**config.mk**
```make
export PLATFORM = sky130hd
export DESIGN_NAME = key_chord_debouncer_core
export DESIGN_NICKNAME = d
export VERILOG_FILES = /design/src/hw/rtl/kcd_pkg.sv /design/src/hw/rtl/key_chord_debouncer_core.sv
export SDC_FILE = /design/constraint.sdc
export NUM_CORES = 1
export LEC_CHECK = 0
export BUFFER_PORTS_ARGS = -buffer_cell sky130_fd_sc_hd__buf_2
export CORE_ASPECT_RATIO = 1.2
export CORE_UTILIZATION = 25
export CTS_BUF_LIST = sky130_fd_sc_hd__clkbuf_16
export DETAILED_ROUTE_END_ITERATION = 16
export GPL_TIMING_DRIVEN = 0
export PLACE_DENSITY_LB_ADDON = 0.12
export SYNTH_ARGS = -nofsm -noshare
export SYNTH_HDL_FRONTEND = slang
export SYNTH_SLANG_ARGS = --single-unit
```
**constraint.sdc**
```tcl
create_clock -name i_clk -period 18.5 [get_ports i_clk]
set_input_delay 3.7 -clock i_clk [delete_from_list [all_inputs] [get_ports i_clk]]
set_output_delay 3.7 -clock i_clk [all_outputs]
set_load 0.1 [all_outputs]
```
**src/hw/rtl/kcd_pkg.sv**
```systemverilog
package kcd_pkg;

    localparam int KEY_COUNT  = 4;
    localparam int TIME_WIDTH = 32;
    localparam int DT_WIDTH   = 16;
    localparam int CODE_WIDTH = 4;

    typedef logic [KEY_COUNT-1:0]  t_keys;
    typedef logic [TIME_WIDTH-1:0] t_time;
    typedef logic [DT_WIDTH-1:0]   t_dt;
    typedef logic [CODE_WIDTH-1:0] t_code;

    // event codes
    localparam t_code CODE_NONE  = 4'd0;
    localparam t_code CODE_K1    = 4'd1;
    localparam t_code CODE_K2    = 4'd2;
    localparam t_code CODE_K3    = 4'd3;
    localparam t_code CODE_K4    = 4'd4;
    localparam t_code CODE_K12   = 4'd5;
    localparam t_code CODE_K13   = 4'd6;
    localparam t_code CODE_K23   = 4'd7;
    localparam t_code CODE_ALL   = 4'd8;
    localparam t_code CODE_K34   = 4'd9;
    localparam t_code CODE_K14   = 4'd10;

    // key masks
    localparam t_keys MASK_K1  = 4'h1;
    localparam t_keys MASK_K2  = 4'h2;
    localparam t_keys MASK_K3  = 4'h4;
    localparam t_keys MASK_K4  = 4'h8;
    localparam t_keys MASK_K12 = 4'h3;
    localparam t_keys MASK_K13 = 4'h5;
    localparam t_keys MASK_K23 = 4'h6;
    localparam t_keys MASK_K34 = 4'hC;
    localparam t_keys MASK_K14 = 4'h9;
    localparam t_keys MASK_ALL = 4'hF;

    function automatic t_code kcd_code_for_mask(input t_keys mask);
        t_code code;
        case (mask)
            MASK_ALL: code = CODE_ALL;
            MASK_K12: code = CODE_K12;
            MASK_K13: code = CODE_K13;
            MASK_K23: code = CODE_K23;
            MASK_K14: code = CODE_K14;
            MASK_K34: code = CODE_K34;
            MASK_K1:  code = CODE_K1;
            MASK_K2:  code = CODE_K2;
            MASK_K3:  code = CODE_K3;
            MASK_K4:  code = CODE_K4;
            default:  code = CODE_NONE;
        endcase
        return code;
    endfunction

endpackage

```
**src/hw/rtl/key_chord_debouncer_core.sv**
```systemverilog
// key chord debouncer
// input channel: i_in_valid / o_in_stall carry one word of four raw key
//   levels (i_raw_keys) and a millisecond timestamp (i_now_time)
// output channel: o_out_valid / i_out_stall carry one word per input word:
//   o_event_code (new chord or key code, 0 when nothing new) and
//   o_stable_keys (debounced levels after that sample)
// config channel: i_cfg_valid / o_cfg_ready write debounce_time; ready is
//   always high, write only while the block is idle
// path: an accepted word passes through the input register, then the
//   per-key subtract/compare and code lookup into the output register
// throughput: one word per cycle while the output is not stalled; the key
//   state is updated as a word moves from the input register to the output
//   register, so the next word already sees it
// stall: when the output register is full and stalled, the word in the
//   input register waits and o_in_stall rises; the output word holds
// reset: synchronous active low; clears key state, reported code, the
//   debounce time and both valid flags
module key_chord_debouncer_core (
    input  logic                   i_clk,
    input  logic                   i_rst_n,
    input  logic                   i_in_valid,
    output logic                   o_in_stall,
    input  kcd_pkg::t_keys         i_raw_keys,
    input  kcd_pkg::t_time         i_now_time,
    output logic                   o_out_valid,
    input  logic                   i_out_stall,
    output kcd_pkg::t_code         o_event_code,
    output kcd_pkg::t_keys         o_stable_keys,
    input  logic                   i_cfg_valid,
    output logic                   o_cfg_ready,
    input  kcd_pkg::t_dt           i_cfg_debounce_time
);
    import kcd_pkg::*;

    // input register
    logic  r_in_valid;
    t_keys r_in_raw;
    t_time r_in_time;

    // output register
    logic  r_out_valid;
    t_code r_out_code;
    t_keys r_out_keys;

    // key state
    t_dt   r_debounce_time;
    t_keys r_prev_raw;
    t_keys r_debounced;
    t_time r_change_time [KEY_COUNT];
    t_code r_reported_code;

    t_keys n_debounced;
    t_time n_change_time [KEY_COUNT];
    t_code n_reported_code;
    t_code n_event;
    t_code mask_code;
    t_time held [KEY_COUNT];

    logic out_free;
    logic fire;
    logic in_take;

    assign out_free   = !r_out_valid || !i_out_stall;
    assign fire       = r_in_valid && out_free;
    assign in_take    = i_in_valid && !o_in_stall;
    assign o_in_stall = r_in_valid && !out_free;

    assign o_cfg_ready   = 1'b1;
    assign o_out_valid   = r_out_valid;
    assign o_event_code  = r_out_code;
    assign o_stable_keys = r_out_keys;

    // per-key timing, all keys in parallel
    always_comb begin
        n_debounced = r_debounced;
        for (int i = 0; i < KEY_COUNT; i++) begin
            // a raw edge restarts the hold timer
            n_change_time[i] = (r_in_raw[i] != r_prev_raw[i]) ? r_in_time
                                                               : r_change_time[i];
            held[i] = r_in_time - n_change_time[i];
            if (r_in_raw[i] != r_debounced[i]) begin
                if (r_debounce_time == '0 ||
                    held[i] >= TIME_WIDTH'(r_debounce_time)) begin
                    n_debounced[i] = r_in_raw[i];
                end
            end
        end
    end

    // chord lookup and repeat suppression
    always_comb begin
        mask_code       = kcd_code_for_mask(n_debounced);
        n_event         = CODE_NONE;
        n_reported_code = r_reported_code;
        if (mask_code != CODE_NONE) begin
            if (mask_code != r_reported_code) begin
                n_reported_code = mask_code;
                n_event         = mask_code;
            end
        end else begin
            n_reported_code = CODE_NONE;
        end
    end

    always_ff @(posedge i_clk) begin
        if (!i_rst_n) begin
            r_in_valid      <= 1'b0;
            r_out_valid     <= 1'b0;
            r_debounce_time <= '0;
            r_prev_raw      <= '0;
            r_debounced     <= '0;
            r_reported_code <= CODE_NONE;
            for (int i = 0; i < KEY_COUNT; i++) begin
                r_change_time[i] <= '0;
            end
        end else begin
            if (i_cfg_valid && o_cfg_ready) begin
                r_debounce_time <= i_cfg_debounce_time;
            end
            if (in_take) begin
                r_in_valid <= 1'b1;
            end else if (fire) begin
                r_in_valid <= 1'b0;
            end
            if (fire) begin
                r_out_valid     <= 1'b1;
                r_prev_raw      <= r_in_raw;
                r_debounced     <= n_debounced;
                r_reported_code <= n_reported_code;
                for (int i = 0; i < KEY_COUNT; i++) begin
                    r_change_time[i] <= n_change_time[i];
                end
            end else if (out_free) begin
                r_out_valid <= 1'b0;
            end
        end
    end

    // payload registers
    always_ff @(posedge i_clk) begin
        if (in_take) begin
            r_in_raw  <= i_raw_keys;
            r_in_time <= i_now_time;
        end
        if (fire) begin
            r_out_code <= n_event;
            r_out_keys <= n_debounced;
        end
    end

endmodule

```
Word level (Yosys, flattened, before mapping) --
Memory sizes are Yosys's and may differ from the RTL's. Cells that the tools add are included.
Word-level totals: register bits 74, bits in latches 0, bits in writable memories 128, memory bits (read-only) 64, output and inout port bits 11, logic and storage cells 78, memories 2
Memory list:
- r_change_time | depth 4, bits a word 32, rd ports 4, clocked after memory_dff 0, write ports 4, line key_chord_debouncer_core.sv:49 | t_time r_change_time [KEY_COUNT];
- (name not given) | depth 16, bits a word 4, rd ports 1, clocked after memory_dff 0, write ports 0, line kcd_pkg.sv:40 | case (mask)
Operators by class: add/subtract/negate cells 4, $mul 0, divide/modulo/power cells 0, magnitude comparators 4, equality and inequality tests 10, shifts and indexed selects 0, multiplexer cells 26, bitwise operators 4, reduce and logical (&&, ||, !) cells 18
Operators by type and width (number):
- $mux W32 | 8
- $ge A32 B16 Y1 | 4
- $sub A32 B32 Y32 | 4
- $logic_not A16 Y1 | 1
- $mux W1 | 16
- $mux W4 | 2
- $ne A1 B1 Y1 | 8
- $logic_or A1 B1 Y1 | 5
- $logic_not A1 Y1 | 4
- $ne A4 B4 Y1 | 1
- $or A1 B1 Y1 | 4
- $reduce_and A2 Y1 | 2
- $reduce_bool A2 Y1 | 2
- $reduce_bool A4 Y1 | 1
- $logic_and A1 B1 Y1 | 3
- $ne A2 B1 Y1 const B | 1

Longest topological paths before layout --
Gate-level depths: netlist (run 1). An unclocked memory read counts as a cell.
depth after elaboration 11, depth in mapped cells 37, mapped depth without buffers 34

Worst setup path before layout (run 1) --
No wires, ideal clock.
kind input to output, start in i_out_stall, end out o_in_stall, arrival 4.511 ns, required time 14.800 ns, setup slack 10.289 ns, cell stages on the path 1, buffers on the path 0, cell sequence and3_1
On the way: longest elaborated chain between the ends 4
RTL lines:
- start, declared | line key_chord_debouncer_core.sv:26 | input logic i_out_stall,
- $logic_not A1 Y1 | line key_chord_debouncer_core.sv:63 | assign out_free = !r_out_valid || !i_out_stall;
- $logic_or A1 B1 Y1 | line key_chord_debouncer_core.sv:63
- $logic_not A1 Y1 | line key_chord_debouncer_core.sv:66 | assign o_in_stall = r_in_valid && !out_free;
- $logic_and A1 B1 Y1 | line key_chord_debouncer_core.sv:66
- end, declared | line key_chord_debouncer_core.sv:22 | output logic o_in_stall,
Every way passes these cells.

Worst setup path in the final report (run 1) --
start reg r_in_raw[1], end reg r_out_code[2] (netlist: o_event_code[2]) (data pin)
On the way: longest elaborated chain between the ends 10, elaborated cells between the ends (all ways) 12, those cells by class add/sub: 1; order compare: 1; eq/ne: 3; mux: 3; reduce/logical: 3; memory: 1
RTL lines:
- start, declared | line key_chord_debouncer_core.sv:37 | t_keys r_in_raw;
- start signal, assigned | line key_chord_debouncer_core.sv:142 | r_in_raw <= i_raw_keys;
- $ne A1 B1 Y1 | line key_chord_debouncer_core.sv:78 | n_change_time[i] = (r_in_raw[i] != r_prev_raw[i]) ? r_in_time
- $mux W32 | line key_chord_debouncer_core.sv:78
- $sub A32 B32 Y32 | line key_chord_debouncer_core.sv:80 | held[i] = r_in_time - n_change_time[i];
- $ge A32 B16 Y1 | line key_chord_debouncer_core.sv:83 | held[i] >= TIME_WIDTH'(r_debounce_time)) begin
- $logic_or A1 B1 Y1 | line key_chord_debouncer_core.sv:82 | if (r_debounce_time == '0 ||
- $mux W1 | line key_chord_debouncer_core.sv:82
- $mux W1 (*) | line key_chord_debouncer_core.sv:81 | if (r_in_raw[i] != r_debounced[i]) begin
- net n_debounced[1] | line key_chord_debouncer_core.sv:52 | t_keys n_debounced;
- $mem_v2 Z16 W4 (*)
- $ne A4 B4 Y1 / $reduce_bool A4 Y1 (equally long branches) | line key_chord_debouncer_core.sv:96, key_chord_debouncer_core.sv:95
- $reduce_and A2 Y1 (no source line)
- end signal, assigned | line key_chord_debouncer_core.sv:146 | r_out_code <= n_event;
- end, declared | line key_chord_debouncer_core.sv:42 | t_code r_out_code;
Mark *: on every way through the listed nets, which the timed path passes. The rest lies on a longest branch. A chain may end at the register's enable or synchronous reset.

==> out/metrics.yaml, run 1 <==
yosys:
  yosysMostFrequentCell: "nand2_1"
  yosysWarnings: 0
  synth_ff_type: "edfxtp_1"
  yosysSeqAreaShare: 0.3066
  syn_inst: 2199
  synth_area_per_cell_um2: 8.550
  ys_types: 96
  synth-edff-count: 172
  synth_nets: 2427
  ys_ff_latch: 202
  async_flop_share: 0
  synth_top_area_cell: "edfxtp_1"
  syn_area_um2: 18800
  synth_top_area_share: 0.2747
  yosys-top-cells-count: "nand2_1 (233), nor2_1 (218), a21oi_1 (194)"
  synth.area.top_cells: "edfxtp_1 (27%), ha_1 (11%), mux2i_1 (5.7%), a21oi_1 (5.2%), nand2_1 (4.7%)"
worst_setup_path:
  cpPeakStageDelay_ns: 0.84
  critPathSlowestCell: "o311ai_0"
  crit_type: "flip-flop to flip-flop"
  cp_max_fo: 10
  arrival_ns: 10.47
  cp-end-kind: "flip-flop"
  required_ns: 18.84
  start_kind: "flip-flop"
clocking:
  cts_buffer_depth: 3
  post_cts_resized: 0
  hold_buffers: 0
  cts.sinks: 202
  cts.clk_slew.worst_paths_ns: 0.05
  htreeDepth: 1
  clockRootBuffer: "clkbuf_16"
  post-cts-setup-buffer-count: 0
  clk-insertion-delay-late_ns: 0.61
  cts_tree: "yes"
  cts_made_buffers: 29
die:
  coreArea_um2: 74050
  start_util: 0.2539
  pin_count: 68
  dieHeight_um: 302.4
  chipWidth_um: 252.3
  num_rows: 109
  die-area_um2: 76310
global_routing:
  grtUsageMet3: 0.01433
  first_global_vias: 17190
  grt.total_usage: 0.1837
  grt_busiest_layer: "met2"
  overflow: 0
  use_met2: 0.3444
  antenna_found_initial: 0
  grt_max_degree: 52
  grt_pass1_wl_um: 106500
  met1_usage: 0.2212
pwr:
  p_comb_frac: 0.403
  seqPwrFrac: 0.300
  power_density_nw_per_um2: 86.49
  p_leak_nw: 8.388
  swShare: 0.3950
  power_switching_mw: 0.7320
  finalPower_mw: 1.853
  ir_drop_v: 0.00005181
  internal-power_mw: 1.121
  clockPowerShare: 0.297
place:
  hpwl_um: 56660
  dp_worst_setup_slack_ns: 8.291
  io_buffers: 65
  finalWeightedCongestion: 0.8925
outcome:
  status: "complete, no violations"
detailed_routing:
  routed_wirelength_um: 70920
  wire_per_inst_um: 21.35
  drcViolationCount: 0
  vias: 17100
  drt_first_pass_iters: 5
  drt_iter0_drc: 1121
  vias_per_cell: 5.147
  ant_nets: 0
flow_run:
  drv_cap: 0
finish:
  antenna_cells: 0
  fin_nets: 2528
  layout-drive-gt1-share: 0.07921
  synthToLayoutAreaGrowth_pct: 13.97
  post-route-util: 0.2894
sta:
  hold_violations: 0
  fin_setup_tns_ns: 0
  min_period_ns: 10.13
  fmax_mhz: 98.72
  fin_crit_sh: 0.5476
  clock_skew_ns: 0.02618
  rsz0062_at_grt: "no"
  finalSetupViolations: 0
  tightest_slew_ns: 1.202
  maxSlewHeadroom: 0.1781
  slew_viol_final: 0
  worst_slack_ns: 8.370
worst_hold_path:
  min_path_type: "flip-flop to flip-flop"
routing by layer:
metal | vias to the layer above | share of wire
li1 | 8408 | -
met1 | 8312 | 0.43
met2 | 284 | 0.52
met3 | 93 | 0.027
met4 | 0 | 0.029
met5 | - | 0
path summary, 6_finish.rpt:
check	start	end	slack, ns	cells after the start
max	r_in_raw[1]	o_event_code[2]	8.37	31
min	r_prev_raw[3]	r_prev_raw[3]	0.48	2
max reg2reg	r_in_raw[1]	o_event_code[2]	8.37	31
min reg2reg	r_prev_raw[3]	r_prev_raw[3]	0.48	2
state kept, by name, summed over array words and instances (netlist names), 4 cells and up:
name,count
r_prev_raw,4
r_reported_code,4
r_debounced,4
o_stable_keys,4
r_change_time,128
o_event_code,4
r_in_time,32
r_debounce_time,16
r_in_raw,4
placed cells by master, fill, tap and decap left out, types with 40 or more instances in the layout:
cell type	netlist	layout
xnor2_1	60	60
nor2b_1	52	51
nor2_1	218	218
a21o_1	48	48
clkbuf_1	82	82
nand4_1	43	43
ha_1	169	169
o21ai_0	116	116
nand3_1	40	40
nand2_1	233	232
xor2_1	48	47
mux2i_1	107	107
edfxtp_1	172	172
buf_2	16	81
a21oi_1	194	194
inv_1	74	81
critical path, delay by kind of cell (launching register included):
kind / cells / cell delay [ns]
AOI/OAI and AO/OA: 10 / 3.59
and+or+nand+nor: 11 / 2.16
buffers and inverters: 4 / 1.76
xor gates and xnor gates: 3 / 0.89
adders and majority gates: 3 / 0.87
DFF: 1 / 0.57
layout make-up:
class | instances | area [um^2]
well taps | 999 | 1250
clock inverters | 23 | 155.1
clock buffers | 31 | 775.7
plain buffers | 108 | 445.4
repair buffers | 70 | 422.9
multi-input cells | 1812 | 12320
fillers | 7929 | 52630
inverters | 77 | 289.0
flip-flops and latches | 202 | 5766
cells by family after synthesis:
kind of cell             Yosys count  share of synthesized area
adder cells (fa/ha/maj)          189                     0.1244
flip-flops                       202                     0.3066
other                              1                  0.0001994
multiplexers                     109                    0.05816
AO/OA/AOI/OAI                    633                     0.2219
buffers and inverters            185                    0.03906
XOR/XNOR                         112                    0.05377
AND/OR/NAND/NOR                  768                     0.1959
power groups by stage:
stage	clock network [mW]	registers, mW	logic [mW]
after floorplan	0	0.561	0.532
after global placement	0	0.570	0.740
after detailed placement	0	0.566	0.746
after CTS	0.572	0.557	0.750
after global routing	0.586	0.560	0.832
final	0.551	0.556	0.747
through the flow:
| stage | hold slack, ns | instance area, um^2 | cells |
|---|---|---|---|
| after detailed placement | 0.4787 | 20500 | 3268 |
| after floorplan | 0.4530 | 18800 | 2199 |
| after global placement | 0.4702 | 20380 | 3263 |
| after CTS | 0.4877 | 21430 | 3322 |
| final | 0.4849 | 21430 | 3322 |
| after global routing | 0.5296 | 21430 | 3322 |
Power figures use the tool's default switching activity.
==> inputs of run 2 (changes only) <==
--- a/config.mk
+++ b/config.mk
@@ -5,6 +5,7 @@
 export SDC_FILE = /design/constraint.sdc
 export NUM_CORES = 1
 export LEC_CHECK = 0
+export ABC_AREA = 1
 export BUFFER_PORTS_ARGS = -buffer_cell sky130_fd_sc_hd__buf_2
 export CORE_ASPECT_RATIO = 1.2
 export CORE_UTILIZATION = 25
==> constraint.sdc (replaced) <==
create_clock -name i_clk -period 10.18 [get_ports i_clk]
set_input_delay 2.036 -clock i_clk [delete_from_list [all_inputs] [get_ports i_clk]]
set_output_delay 2.036 -clock i_clk [all_outputs]
set_load 0.1 [all_outputs]
==> out/metrics.yaml, run 2 <==
sta:
  rsz0062_at_grt: "no"
  fmax_mhz: 150.3
  slew_viol_final: 0
  min_period_ns: 6.651
  finalSetupViolations: 0
  fin_setup_tns_ns: 0
  maxSlewHeadroom: 0.2152
  fin_crit_sh: 0.6534
  clock_skew_ns: 0.01639
  tightest_slew_ns: 1.177
  hold_violations: 0
  holdWs_ns: 0.4785
yosys:
  yosysSeqAreaShare: 0.2962
  ys_types: 50
  synth_area_per_cell_um2: 6.971
  synth-simple-area-share: 0.3298
  syn_area_um2: 19460
  yosysMostFrequentCell: "nand2_1"
  synth.area.mux_share: 0.03137
  ys_ff_latch: 202
  yosys-top-cells-count: "nand2_1 (733), inv_1 (389), nor2_1 (351)"
  async_flop_share: 0
  syn_inst: 2792
  synth-edff-count: 172
  synth_top_area_cell: "edfxtp_1"
  synth_compound_area_frac: 0.1142
  synthAdderAreaFrac: 0.1107
  synth_ff_type: "edfxtp_1"
  yosysWarnings: 0
  synth_top_family_by_area: "simple AND/OR/NAND/NOR gates"
  synth.area.top_cells: "edfxtp_1 (27%), nand2_1 (14%), ha_1 (11%), inv_1 (7.5%), nor2_1 (6.8%)"
  synth_top_area_share: 0.2654
  synth_nets: 3020
  synth-xor-area-share: 0.02745
worst_setup_path:
  cpMostUsedCell: "nand2_1"
  required_ns: 10.50
  start_kind: "flip-flop"
  cp_max_fo: 10
  crit_type: "flip-flop to flip-flop"
  cp-end-kind: "flip-flop"
  critPathSlowestCell: "nor2_1"
  cpPeakStageDelay_ns: 0.72
  arrival_ns: 6.97
detailed_routing:
  drcViolationCount: 0
  wire_per_inst_um: 19.77
  vias: 18610
  drt_first_pass_iters: 5
  routed_wirelength_um: 77660
  ant_nets: 0
  vias_per_cell: 4.737
  drt_iter0_drc: 1117
place:
  placed_area_um2: 21140
  hpwl_um: 62090
  finalWeightedCongestion: 0.8990
  io_buffers: 66
die:
  pin_count: 68
  die-area_um2: 78980
  num_rows: 111
  dieHeight_um: 307.7
  chipWidth_um: 256.7
  coreArea_um2: 76660
  start_util: 0.2539
finish:
  antenna_cells: 0
  layout-drive-gt1-share: 0.09378
  stdcell_area_um2: 22040
  synthToLayoutAreaGrowth_pct: 13.26
  largestRegisters: "r_change_time (128), r_in_time (32), r_debounce_time (16)"
  largest_reg_flops: 128
  num-fill-cells: 8500
  regMostFlops: "r_change_time"
  final_common_cell: "nand2_1"
  fin_nets: 3118
  layout_common_cells: "nand2_1 (732), inv_1 (393), nor2_1 (351), a21oi_1 (172), edfxtp_1 (172)"
clocking:
  cts.clk_slew.worst_paths_ns: 0.06
  cts_tree: "yes"
  clockRootBuffer: "clkbuf_16"
  hold_buffers: 0
  post-cts-setup-buffer-count: 0
  clk-insertion-delay-late_ns: 0.57
  cts_buffer_depth: 3
  cts_made_buffers: 27
  cts.sinks: 202
  post_cts_resized: 0
  htreeDepth: 1
pwr:
  ir_drop_v: 0.0001133
  p_leak_nw: 10.40
  power_density_nw_per_um2: 157.2
global_routing:
  antenna_found_initial: 0
  grt.total_usage: 0.1941
  grt_max_degree: 55
  first_global_vias: 18230
  overflow: 0
  grt_pass1_wl_um: 115100
flow_run:
  drv_cap: 0
worst_hold_path:
  min_path_type: "flip-flop to flip-flop"
outcome:
  status: "complete, no violations"
run 2: cell types whose count changed in the layout (fill, tap and decap cells not counted), sizes merged, moves of 46 or more:
cell    delta
clkbuf    -59
inv      +326
mux2i     -46
nand2    +558
nand3    +143
nor2     +158
nor2b     -52
xnor2     -49
run 2: metal layers:
| layer | share of wire | routed length [um] | track usage |
|---|---|---|---|
| met1 | 0.43 | 33260 | 0.2325 |
| met2 | 0.50 | 39210 | 0.3591 |
| met3 | 0.027 | 2106 | 0.01374 |
| met4 | 0.040 | 3086 | 0.07323 |
| met5 | 0 | 0 | 0 |
run 2: layout make-up:
class                           count  area (um^2)  area share
Clock buffer                       27        675.6     0.03065
Clock inverter                     23        226.5     0.01027
Timing Repair Buffer               69        397.9     0.01805
Tap cell                         1017         1272     0.05773
Sequential cell                   202         5766      0.2616
Multi-Input combinational cell   2139        11950      0.5423
Inverter                          407         1528     0.06930
Buffer                             44        224.0     0.01016
run 2: worst paths after layout:
kind,depth (start not counted),slack [ns],startpoint,end
max,37,3.53,r_in_raw[2],o_event_code[0]
max reg2reg,37,3.53,r_in_raw[2],o_event_code[0]
min reg2reg,2,0.48,r_debounced[2],r_debounced[2]
min,2,0.48,r_debounced[2],r_debounced[2]
run 2: critical path: cells and delay by family, from the launching register on:
family	cells	cell delay, ns
AOI/OAI and AO/OA	2	0.32
and+or+nand+nor	26	3.61
xor gates and xnor gates	1	0.19
adders and majority gates	3	0.83
DFF	1	0.40
buffers and inverters	5	1.03
run 2: cell families (layout without fill, tap and decap cells):
| logic type | after synthesis | after routing |
|---|---|---|
| DFF | 202 | 202 |
| xor gates and xnor gates | 61 | 61 |
| AOI/OAI and AO/OA | 404 | 404 |
| and+or+nand+nor | 1441 | 1441 |
| other | 1 | 1 |
| adders and majority gates | 171 | 171 |
| buffers and inverters | 451 | 570 |
| muxes | 61 | 61 |
run 2: where the power goes:
group          internal [mW]  switching (mW)  leakage (nW)
sequential             0.961          0.0593          2.04
clock                  0.585           0.401         0.460
combinational          0.486           0.972          7.90
run 2: metrics by stage:
stage                     power [mW]  worst slack (ns)    util  std cells
after floorplan                2.061             4.128       -       2792
after CTS                      3.506             3.434  0.2875       3928
after global routing           3.727             2.928  0.2875       3928
final                          3.465             3.529  0.2875       3928
after detailed placement       2.495             3.453  0.2758       3878
after global placement         2.488             1.749  0.2748       3875
